===== config.mk =====
export PLATFORM = sky130hd
export DESIGN_NAME = circle_ring_offset_generator
export DESIGN_NICKNAME = d
export VERILOG_FILES = /design/src/hdl/crog_pkg.sv /design/src/hdl/crog_square.sv /design/src/hdl/crog_root_step.sv /design/src/hdl/crog_expand.sv /design/src/hdl/circle_ring_offset_generator.sv
export SDC_FILE = /design/constraint.sdc
export NUM_CORES = 1
export LEC_CHECK = 0
export ABC_CLOCK_PERIOD_IN_PS = 5200
export BUFFER_PORTS_ARGS = -buffer_cell sky130_fd_sc_hd__buf_2
export CORE_MARGIN = 8
export CORE_UTILIZATION = 50
export CTS_BUF_LIST = sky130_fd_sc_hd__clkbuf_8
export CTS_CLUSTER_DIAMETER = 100
export DETAILED_ROUTE_END_ITERATION = 10
export PLACE_DENSITY = 0.68
export SETUP_SLACK_MARGIN = 0.02
export SYNTH_ARGS = -nofsm -noshare
export SYNTH_HDL_FRONTEND = slang
export SYNTH_SLANG_ARGS = --single-unit

===== constraint.sdc =====
create_clock -name clk -period 5.2 [get_ports clk]
set_clock_uncertainty 0.2 [all_clocks]
set_input_delay 0.26 -clock clk [delete_from_list [all_inputs] [get_ports clk]]
set_output_delay 0.26 -clock clk [all_outputs]
set_load 0.005 [all_outputs]

===== src/hdl/crog_pkg.sv =====
// ----------------------------------------------------------------------------
// crog_pkg
// Shared constants of the circle ring offset generator.
// ----------------------------------------------------------------------------
`default_nettype none

package crog_pkg;

	// Default width of the radius and of the row index.
	localparam int unsigned RADIUS_BITS_DEF   = 10;

	// Value of the radius register after reset.
	localparam int unsigned RING_RADIUS_RESET = 1;

	// Eight-way symmetry gives at most this many points for one row.
	localparam int unsigned POINTS_PER_ROW    = 8;

endpackage

`default_nettype wire


===== src/hdl/crog_square.sv =====
// ----------------------------------------------------------------------------
// crog_square
// Front of the pipeline: takes a row request, squares radius and row, and
// forms n = r*r - y*y over three register stages.
// ----------------------------------------------------------------------------
`default_nettype none

module crog_square #(
	parameter int unsigned RB = crog_pkg::RADIUS_BITS_DEF
) (
	input  logic              clk,
	input  logic              arst_n,
	input  logic              in_valid,
	output logic              in_stall,
	input  logic [RB-1:0]     row_index,
	input  logic [RB-1:0]     ring_radius,
	output logic              out_valid,
	input  logic              out_stall,
	output logic [RB-1:0]     y_out,
	output logic [2*RB-1:0]   n_out,
	output logic              skip_out
);

	localparam int unsigned NW = 2 * RB;

	logic          valid_s1, valid_s2, valid_s3;
	logic [RB-1:0] y_s1, r_s1, y_s2, y_s3;
	logic          skip_s1, skip_s2, skip_s3;
	logic [NW-1:0] yy_s2, rr_s2, n_s3;
	logic          adv1, adv2, adv3;

	assign adv3     = !valid_s3 || !out_stall;
	assign adv2     = !valid_s2 || adv3;
	assign adv1     = !valid_s1 || adv2;
	assign in_stall = !adv1;

	always_ff @(posedge clk or negedge arst_n) begin
		if (!arst_n) begin
			valid_s1 <= 1'b0;
			valid_s2 <= 1'b0;
			valid_s3 <= 1'b0;
		end else begin
			if (adv1) begin
				valid_s1 <= in_valid;
			end
			if (adv2) begin
				valid_s2 <= valid_s1;
			end
			if (adv3) begin
				valid_s3 <= valid_s2;
			end
		end
	end

	always_ff @(posedge clk) begin
		if (adv1 && in_valid) begin
			y_s1    <= row_index;
			r_s1    <= ring_radius;
			// A row at or beyond the radius gives no points.
			skip_s1 <= (row_index >= ring_radius);
		end
		if (adv2 && valid_s1) begin
			y_s2    <= y_s1;
			skip_s2 <= skip_s1;
			yy_s2   <= NW'(y_s1) * NW'(y_s1);
			rr_s2   <= NW'(r_s1) * NW'(r_s1);
		end
		if (adv3 && valid_s2) begin
			y_s3    <= y_s2;
			skip_s3 <= skip_s2;
			n_s3    <= rr_s2 - yy_s2;
		end
	end

	assign out_valid = valid_s3;
	assign y_out     = y_s3;
	assign n_out     = n_s3;
	assign skip_out  = skip_s3;

endmodule

`default_nettype wire


===== src/hdl/crog_root_step.sv =====
// ----------------------------------------------------------------------------
// crog_root_step
// One register stage of the integer square root: settles one bit of the root
// and keeps the remainder n - s*s up to date.
// ----------------------------------------------------------------------------
`default_nettype none

module crog_root_step #(
	parameter int unsigned RB  = crog_pkg::RADIUS_BITS_DEF,
	parameter int unsigned BIT = 0
) (
	input  logic              clk,
	input  logic              arst_n,
	input  logic              in_valid,
	output logic              in_stall,
	input  logic [RB-1:0]     y_in,
	input  logic              skip_in,
	input  logic [2*RB-1:0]   rem_in,
	input  logic [RB-1:0]     root_in,
	output logic              out_valid,
	input  logic              out_stall,
	output logic [RB-1:0]     y_out,
	output logic              skip_out,
	output logic [2*RB-1:0]   rem_out,
	output logic [RB-1:0]     root_out
);

	localparam int unsigned NW = 2 * RB;
	localparam int unsigned TW = NW + 1;

	logic          valid_q;
	logic          adv;
	logic [TW-1:0] trial;
	logic          take;
	logic [RB-1:0] y_q, root_q;
	logic          skip_q;
	logic [NW-1:0] rem_q;

	assign adv      = !valid_q || !out_stall;
	assign in_stall = !adv;

	// Setting this bit adds 2^(BIT+1)*s + 2^(2*BIT) to the square of the root.
	assign trial = (TW'(root_in) << (BIT + 1)) + (TW'(1) << (2 * BIT));
	assign take  = (TW'(rem_in) >= trial);

	always_ff @(posedge clk or negedge arst_n) begin
		if (!arst_n) begin
			valid_q <= 1'b0;
		end else if (adv) begin
			valid_q <= in_valid;
		end
	end

	always_ff @(posedge clk) begin
		if (adv && in_valid) begin
			y_q    <= y_in;
			skip_q <= skip_in;
			if (take) begin
				rem_q  <= rem_in - trial[NW-1:0];
				root_q <= root_in | (RB'(1) << BIT);
			end else begin
				rem_q  <= rem_in;
				root_q <= root_in;
			end
		end
	end

	assign out_valid = valid_q;
	assign y_out     = y_q;
	assign skip_out  = skip_q;
	assign rem_out   = rem_q;
	assign root_out  = root_q;

endmodule

`default_nettype wire


===== src/hdl/crog_expand.sv =====
// ----------------------------------------------------------------------------
// crog_expand
// Rounds the root to x, builds the set of symmetric points of the row and
// sends them out one a cycle, while out_stall is low, through an output register.
// ----------------------------------------------------------------------------
`default_nettype none

module crog_expand #(
	parameter int unsigned RB = crog_pkg::RADIUS_BITS_DEF
) (
	input  logic                clk,
	input  logic                arst_n,
	input  logic                in_valid,
	output logic                in_stall,
	input  logic [RB-1:0]       y_in,
	input  logic                skip_in,
	input  logic [2*RB-1:0]     rem_in,
	input  logic [RB-1:0]       root_in,
	output logic                out_valid,
	input  logic                out_stall,
	output logic signed [RB:0]  offset_x,
	output logic signed [RB:0]  offset_y,
	output logic                last_point
);

	import crog_pkg::*;

	localparam int unsigned NW = 2 * RB;
	localparam int unsigned OW = RB + 1;
	localparam int unsigned PW = POINTS_PER_ROW;
	localparam int unsigned KW = $clog2(PW);

	logic [OW-1:0] x_wide;
	logic [RB-1:0] x_new;
	logic          xnz, ynz, diag, keep;
	logic [PW-1:0] mask_new, mask_q, mask_after;
	logic [RB-1:0] x_q, y_q;
	logic [KW-1:0] k;
	logic          out_free, emit, row_free, load;
	logic [RB-1:0] mag_x, mag_y;
	logic [OW-1:0] ext_x, ext_y, val_x, val_y;
	logic          out_valid_q, last_q;
	logic [OW-1:0] ox_q, oy_q;

	// Round to nearest: the root goes up by one when the remainder exceeds it.
	assign x_wide = {1'b0, root_in} + OW'(rem_in > NW'(root_in));
	// For a row below the radius the rounded root never exceeds the radius, so it fits the radius width.
	assign x_new  = x_wide[RB-1:0];

	assign xnz  = (x_new != '0);
	assign ynz  = (y_in != '0);
	assign diag = (x_new != y_in);
	assign keep = !skip_in && (OW'(y_in) <= x_wide);

	// One bit per candidate point, in output order.
	always_comb begin
		mask_new = '0;
		if (keep) begin
			mask_new[0] = 1'b1;
			mask_new[1] = ynz;
			mask_new[2] = xnz;
			mask_new[3] = xnz && ynz;
			mask_new[4] = diag;
			mask_new[5] = diag && xnz;
			mask_new[6] = diag && ynz;
			mask_new[7] = diag && xnz && ynz;
		end
	end

	always_comb begin
		k = '0;
		for (int i = PW - 1; i >= 0; i--) begin
			if (mask_q[i]) begin
				k = KW'(i);
			end
		end
	end

	assign mask_after = mask_q & ~(PW'(1) << k);
	assign out_free   = !out_valid_q || !out_stall;
	assign emit       = (mask_q != '0) && out_free;
	assign row_free   = (mask_q == '0) || (emit && (mask_after == '0));
	assign load       = in_valid && row_free;
	assign in_stall   = !row_free;

	// The upper half of the points swaps the roles of x and y.
	assign mag_x = k[2] ? y_q : x_q;
	assign mag_y = k[2] ? x_q : y_q;
	assign ext_x = {1'b0, mag_x};
	assign ext_y = {1'b0, mag_y};
	assign val_x = k[1] ? (OW'(0) - ext_x) : ext_x;
	assign val_y = k[0] ? (OW'(0) - ext_y) : ext_y;

	always_ff @(posedge clk or negedge arst_n) begin
		if (!arst_n) begin
			mask_q      <= '0;
			out_valid_q <= 1'b0;
		end else begin
			if (load) begin
				mask_q <= mask_new;
			end else if (emit) begin
				mask_q <= mask_after;
			end
			if (out_free) begin
				out_valid_q <= emit;
			end
		end
	end

	always_ff @(posedge clk) begin
		if (load) begin
			x_q <= x_new;
			y_q <= y_in;
		end
		if (emit) begin
			ox_q   <= val_x;
			oy_q   <= val_y;
			last_q <= (mask_after == '0);
		end
	end

	assign out_valid  = out_valid_q;
	assign offset_x   = ox_q;
	assign offset_y   = oy_q;
	assign last_point = last_q;

endmodule

`default_nettype wire


===== src/hdl/circle_ring_offset_generator.sv =====
// ----------------------------------------------------------------------------
// circle_ring_offset_generator
// Expands one row of the first octant of a circle into its symmetric integer
// offsets, with x = round(sqrt(r*r - y*y)).
// ----------------------------------------------------------------------------
//
//   channel   direction  handshake                 payload
//   row       in         row_valid / row_stall     row_index
//   point     out        point_valid / point_stall offset_x, offset_y, last_point
//   radius    in         ring_radius_wr_en         ring_radius_wr_data
//
// A row passes 3 + RADIUS_BITS + 1 register stages before its first point
// reaches the output register (one root bit is settled per stage).
// The single output register sends one point a cycle while point_stall is low,
// up to eight points per row; rows that give no points send none there.
// Reset clears all valid bits and sets the radius to 1.
// A stall holds the output register and backs up through the pipeline;
// empty stages still fill while the output waits.
// ----------------------------------------------------------------------------
`default_nettype none

module circle_ring_offset_generator #(
	parameter int unsigned RADIUS_BITS = crog_pkg::RADIUS_BITS_DEF
) (
	input  logic                        clk,
	input  logic                        arst_n,
	input  logic                        ring_radius_wr_en,
	input  logic [RADIUS_BITS-1:0]      ring_radius_wr_data,
	input  logic                        row_valid,
	output logic                        row_stall,
	input  logic [RADIUS_BITS-1:0]      row_index,
	output logic                        point_valid,
	input  logic                        point_stall,
	output logic signed [RADIUS_BITS:0] offset_x,
	output logic signed [RADIUS_BITS:0] offset_y,
	output logic                        last_point
);

	import crog_pkg::*;

	localparam int unsigned RB = RADIUS_BITS;
	localparam int unsigned NW = 2 * RB;

	logic [RB-1:0] ring_radius_q;

	logic          v_w    [RB+1];
	logic          st_w   [RB+1];
	logic [RB-1:0] y_w    [RB+1];
	logic          skip_w [RB+1];
	logic [NW-1:0] rem_w  [RB+1];
	logic [RB-1:0] root_w [RB+1];

	always_ff @(posedge clk or negedge arst_n) begin
		if (!arst_n) begin
			ring_radius_q <= RB'(RING_RADIUS_RESET);
		end else if (ring_radius_wr_en) begin
			ring_radius_q <= ring_radius_wr_data;
		end
	end

	crog_square #(
		.RB (RB)
	) u_square (
		.clk         (clk),
		.arst_n      (arst_n),
		.in_valid    (row_valid),
		.in_stall    (row_stall),
		.row_index   (row_index),
		.ring_radius (ring_radius_q),
		.out_valid   (v_w[0]),
		.out_stall   (st_w[0]),
		.y_out       (y_w[0]),
		.n_out       (rem_w[0]),
		.skip_out    (skip_w[0])
	);

	assign root_w[0] = '0;

	// Root bits are settled from the most significant one down.
	for (genvar i = 0; i < RB; i++) begin : g_root
		crog_root_step #(
			.RB  (RB),
			.BIT (RB - 1 - i)
		) u_step (
			.clk       (clk),
			.arst_n    (arst_n),
			.in_valid  (v_w[i]),
			.in_stall  (st_w[i]),
			.y_in      (y_w[i]),
			.skip_in   (skip_w[i]),
			.rem_in    (rem_w[i]),
			.root_in   (root_w[i]),
			.out_valid (v_w[i+1]),
			.out_stall (st_w[i+1]),
			.y_out     (y_w[i+1]),
			.skip_out  (skip_w[i+1]),
			.rem_out   (rem_w[i+1]),
			.root_out  (root_w[i+1])
		);
	end

	crog_expand #(
		.RB (RB)
	) u_expand (
		.clk        (clk),
		.arst_n     (arst_n),
		.in_valid   (v_w[RB]),
		.in_stall   (st_w[RB]),
		.y_in       (y_w[RB]),
		.skip_in    (skip_w[RB]),
		.rem_in     (rem_w[RB]),
		.root_in    (root_w[RB]),
		.out_valid  (point_valid),
		.out_stall  (point_stall),
		.offset_x   (offset_x),
		.offset_y   (offset_y),
		.last_point (last_point)
	);

endmodule

`default_nettype wire


==> results.ini, run 1 <==
[global_routing]
grt_pass1_vias = 18410
grt_pass1_wl_mm = 88.14
gr-total-overflow = 0
grt_max_degree = 49
grt.total_usage = 0.1606
antenna_found_initial = 2

[worst_setup_path]
arrival_ps = 5550
cp.required_ps = 5390
crit_type = flop to flop
worstSetupEndpointType = flop
crit_fanout = 6
crit_path_start_kind = flop
r2r_slack_ps = -160

[synth]
synthSimpleGateAreaFrac = 0.1070
syn_nets = 2628
synth.avg_cell_area_um2 = 12.55
synth_xor_area_frac = 0.04709
ys_types = 69
ys_seq_area_frac = 0.5570
muxShareOfSynthArea = 0.01406
async_flop_share = 0.05926
synthAdderAreaFrac = 0.1569
synth_edf_count = 508
syn_inst = 2298
ys_ff_latch = 540
synth_compound_area_frac = 0.07838
synth_top_family_by_area = adder cells
yosysWarnings = 0
syn-cell-area_mm2 = 0.02883
ys.flop_type = edfxtp_1

[routing]
vias_per_cell = 5.227
detail_route.wl_per_cell_um = 15.63
drtAntennaViolNets = 0
drc = 0
dr.pass1.iters = 5
drtIter0Drc = 837
vias = 17650
finalWirelength_mm = 52.76

[timing]
fmax_mhz = 186.7
post-route-period-util = 1.030
setup_ws_ps = -155.9
drv_slew = 0
setup_viol = 3
worstMarginPinSlew_ps = 1096
rsz0062_at_grt = yes
relSlewSlack = 0.2674
final.min_clock_period_ps = 5356
finalHoldViolCount = 0

[run_status]
failed_checks = negative setup slack
status = finished, violations left

[run]
max_cap_violations = 0

[die]
core_mm2 = 0.05737
dieArea_mm2 = 0.06560
initial_core_util = 0.5026
die_height_um = 256.1
dieWidth_um = 256.1
io_pins = 50
rows = 88

[final_layout]
final_cells = 3376
final_util = 0.5784
nNetsFinal = 2870
areaGrowthSynthToFinish_pct = 15.09
drive_gt1_frac = 0.1433

[placed_design]
port_buffers = 49
place_ws_ps = -300.5
hpwl_mm = 39.29
dp.cells = 3152
place_congestion = 0.8612

[clocking]
cts_buffers = 92
cts_buffer_depth = 3
clock-root-buffer = clkbuf_8
cts_htree_levels = 3
cts_tree = done
clock_sinks = 540
path_clk_slew_ps = 50
clk_latency_ps = 690

[hold_path]
min_path_type = primary input to flop

per-stage QoR:
stage / hold WS (ps) / cell area (um^2) / setup TNS [ps]
after floorplan: -235.6 / 28870 / -185.7
after global placement: 160.7 / 30630 / -329.2
after detailed placement: 181.7 / 30630 / -869.1
after CTS: 78.76 / 32930 / -339.7
after global routing: 105.1 / 33180 / -1030
final: 148.5 / 33180 / -274.0
metal layers:
metal	vias to the layer above	wire, um	global-route usage
met5	-	0	0
met4	0	1869	0.06510
met3	135	1946	0.03036
met2	309	27860	0.2987
met1	8516	21080	0.1785
li1	8685	-	-
critical path: stages, from the launching register on:
cell and delay [ps]:
edfxtp_1 470, and2_4 220, fa_1 520, inv_2 40, fa_1 530, inv_1 50
fa_1 500, fa_1 430, fa_1 530, ha_4 210, o21a_1 110, o21a_1 210
o31ai_4 250, a311oi_2 70, a2111oi_2 240, buf_4 190, a21oi_4 70, a41oi_2 160
o41ai_2 100
synth_stat cells (all sizes together), types with 12 or more instances:
library cell / count / area, um^2
o21ai: 90 / 450.4
mux2: 20 / 225.2
nand2b: 21 / 131.4
or3: 22 / 143.9
nor2b: 35 / 219.0
nor2: 128 / 480.5
a21oi: 102 / 514.2
nor3: 56 / 296.5
fa: 93 / 1862
o31ai: 16 / 125.1
xnor2: 93 / 814.5
nand4: 15 / 93.84
xor2: 62 / 543.0
nand2: 141 / 529.3
nor4: 33 / 206.5
and2: 73 / 456.7
a21o: 33 / 247.7
nand3: 32 / 160.2
buf: 12 / 66.31
o21a: 42 / 315.3
inv: 260 / 975.9
clkbuf: 26 / 97.59
dfrtp: 31 / 775.7
ha: 212 / 2653
edfxtp: 508 / 15250
mux2i: 18 / 180.2
logic make-up (layout without fill, tap and decap cells):
group | count (synthesis) | in the layout
fa+ha+maj | 306 | 306
buf+inv | 298 | 610
other cells | 0 | 1
xor+xnor | 155 | 155
mux | 38 | 38
flops | 540 | 540
simple gates | 604 | 604
compound gates | 357 | 357
final timing paths:
path | end | from | depth (start not counted)
worst min register to register | g_root[1].u_step.y_out[1] | g_root[0].u_step.y_out[1] | 0
worst min-delay path | u_square.y_s1[6] | row_index[6] | 2
max in group asynchronous | ring_radius_q[5] | arst_n | 4
worst max register to register | u_square.yy_s2[19] | u_square.y_s1[1] | 18
min in group asynchronous | u_square.valid_s2 | arst_n | 3
worst max-delay path | u_square.yy_s2[19] | u_square.y_s1[1] | 18
flip-flops by register name, indices dropped and copies added, names as in the netlist, 11 cells and up:
register / count
u_expand.offset_y: 11
g_root.u_step.rem_out: 200
u_square.yy_s2: 19
u_square.n_out: 20
u_square.rr_s2: 19
u_expand.offset_x: 11
g_root.u_step.y_out: 100
g_root.u_step.root_out: 55
cell type report:
cell class	count	area [um^2]
antenna	1	2.502
tap	765	957.2
inverter	260	975.9
multi-input combinational	1460	12020
timing repair buffer	186	1409
fill	4521	24180
clock inverter	70	461.7
clock buffer	94	1294
sequential	540	16060
layout by cell type (no fill, tap or decap), drive strengths merged, types with 93 or more instances in the layout:
master  count
a21oi     102
buf       143
clkbuf     94
edfxtp    508
fa         93
ha        212
inv       298
nand2     141
nor2      128
xnor2      93
what timing repair did:
item,4_1_cts,5_1_grt
pin swaps,5,35
buffers inserted,6,9
gates resized for setup,11,46
endpoints found under the hold margin,76,0
hold buffers,44,0
endpoints found under the setup margin,8,12
Power of run 1 is not shown: default switching activity piles up to over one toggle a cycle in this logic, so the estimate is an artifact.
==> run 2, diff against run 1 <==
BUFFER_PORTS_ARGS = -buffer_cell sky130_fd_sc_hd__buf_4   (was -buffer_cell sky130_fd_sc_hd__buf_2)
CTS_BUF_LIST = sky130_fd_sc_hd__clkbuf_16   (was sky130_fd_sc_hd__clkbuf_8)
REMOVE_ABC_BUFFERS = 1   (was unset)
==> run 2 against run 1 <==
  * The flow still finishes with violations (negative setup slack)
  * Wire length increased by 3.3%
  * Largest cell class unchanged
  * Critical path type unchanged
  * Fmax down 0.45%
  * Die area unchanged
  * Cell count shrank 0.68%
  * Sequential cell count is the same
  * Highest routed layer unchanged
  * Global-route usage grew 0.44 points
==> results.ini, run 2 (synthesis results as in run 1) <==
[worst_setup_path]
reg2reg_from = u_square.y_s1[0]
crit_fanout = 2
worstSetupEndpointType = flop
crit_type = flop to flop
arrival_ps = 5540
crit_path_start_kind = flop
r2r_slack_ps = -180
r2r_cells = 20
timing.rr.end = u_square.yy_s2[13]
cp.required_ps = 5360

[clocking]
cts_tree = done
clock-root-buffer = clkbuf_16
clock_sinks = 540
clk_latency_ps = 620
path_clk_slew_ps = 60
cts_htree_levels = 2
cts_buffer_depth = 3
cts_buffers = 56

[timing]
fmax_mhz = 185.9
setup_ws_ps = -180.1
finalHoldViolCount = 0
relSlewSlack = 0.2332
worstMarginPinSlew_ps = 1150
rsz0062_at_grt = yes
final.min_clock_period_ps = 5380
post-route-period-util = 1.035
timing.hold.ws_ps = 201.0
drv_slew = 0
setup_viol = 4

[hold_path]
whs_path_depth = 0
worst_hold_startpoint = g_root[0].u_step.y_out[0]
holdPathEnd = g_root[1].u_step.y_out[0]
min_path_type = flop to flop

[placed_design]
hpwl_mm = 39.76
port_buffers = 49
place_congestion = 0.8610

[die]
dieWidth_um = 256.1
dieArea_mm2 = 0.06560
core_mm2 = 0.05737
initial_core_util = 0.5026
io_pins = 50
die_height_um = 256.1
rows = 88

[run_status]
status = finished, violations left
failed_checks = negative setup slack

[final_layout]
layout_common_cells = 508 x edfxtp_1, 257 x inv_1, 198 x ha_1, 168 x buf_4, 138 x nand2_1
layout_commonest_cell = edfxtp_1
nNetsFinal = 2872
largest_reg_flops = 200
drive_gt1_frac = 0.1612
areaGrowthSynthToFinish_pct = 18.09
num-fill-cells = 4369

[run]
max_cap_violations = 0

[global_routing]
gr-total-overflow = 0
grt_pass1_wl_mm = 89.89
grt.total_usage = 0.1650
antenna_found_initial = 1
grt_max_degree = 49
grt_pass1_vias = 18500

[routing]
vias_per_cell = 5.292
wl_met2_mm = 28.79
drc = 0
finalWirelength_mm = 54.48
drtAntennaViolNets = 0
dr.pass1.iters = 5
top_layer = met4
detail_route.wl_per_cell_um = 16.25
met1_length_mm = 22.04
met3_wirelength_mm = 1.957
vias = 17750
drtIter0Drc = 890

## run 2: worst max-delay path: stages (launching register included)
cell and delay, ps:
edfxtp_1 400, and2_4 190, fa_1 560, inv_2 50, fa_1 500, inv_2 40
fa_1 470, fa_1 510, fa_1 420, ha_1 310, o21a_1 130, o21a_1 220
o31ai_2 280, buf_4 160, buf_4 90, buf_4 90, buf_4 80, buf_4 90
a31oi_2 40, nor3_2 220, nor2_1 70
## run 2: routing by layer
metal / GRT usage / vias to the layer above
met3: 0.02878 / 129
li1: - / 8670
met1: 0.1856 / 8680
met4: 0.05530 / 0
met5: 0 / -
met2: 0.3115 / 266
## run 2: how the worst max path moves through the flow
stage	end	slack, ps	cells past startpoint	start
2_1_floorplan	u_square.yy_s2[19]	-420	17	u_square.y_s1[0]
3_3_place_gp	u_square.yy_s2[19]	-440	17	u_square.y_s1[9]
3_5_place_dp	u_square.yy_s2[19]	-510	17	u_square.y_s1[9]
4_1_cts	u_square.yy_s2[17]	-140	16	u_square.y_s1[2]
5_1_grt	u_square.yy_s2[13]	-370	20	u_square.y_s1[0]
6_report	u_square.yy_s2[13]	-180	20	u_square.y_s1[0]
## run 2: final cells by class
type / count / area, um^2 / area share
Clock buffer: 57 / 1426 / 0.04190
Tap cell: 765 / 957.2 / 0.02812
Antenna cell: 1 / 2.502 / 0.00007351
Multi-Input combinational cell: 1460 / 12250 / 0.3599
Clock inverter: 46 / 526.8 / 0.01547
Inverter: 260 / 975.9 / 0.02867
Timing Repair Buffer: 224 / 1847 / 0.05425
Sequential cell: 540 / 16060 / 0.4716
## run 2: stage by stage
stage               instances    util  TNS (ps)  instance area [um^2]  worst slack [ps]
finish                   3353  0.5935    -568.3                 34040            -180.1
global route             3353  0.5935     -1843                 34040            -373.8
CTS                      3342  0.5865    -504.3                 33640            -140.3
detailed placement       3170  0.5380     -2931                 30860            -507.3
global placement         3170  0.5380     -2004                 30860            -436.5
floorplan                2260       -     -1142                 28670            -418.2
## run 2: what timing repair did
action | 4_1_cts | 5_1_grt
setup buffers | 25 | 13
setup endpoints to repair | 12 | 21
resized for setup | 49 | 71
hold endpoints to repair | 58 | 0
pin swaps | 39 | 56
hold buffers | 44 | 0
Power of run 2 is left out for the same reason.
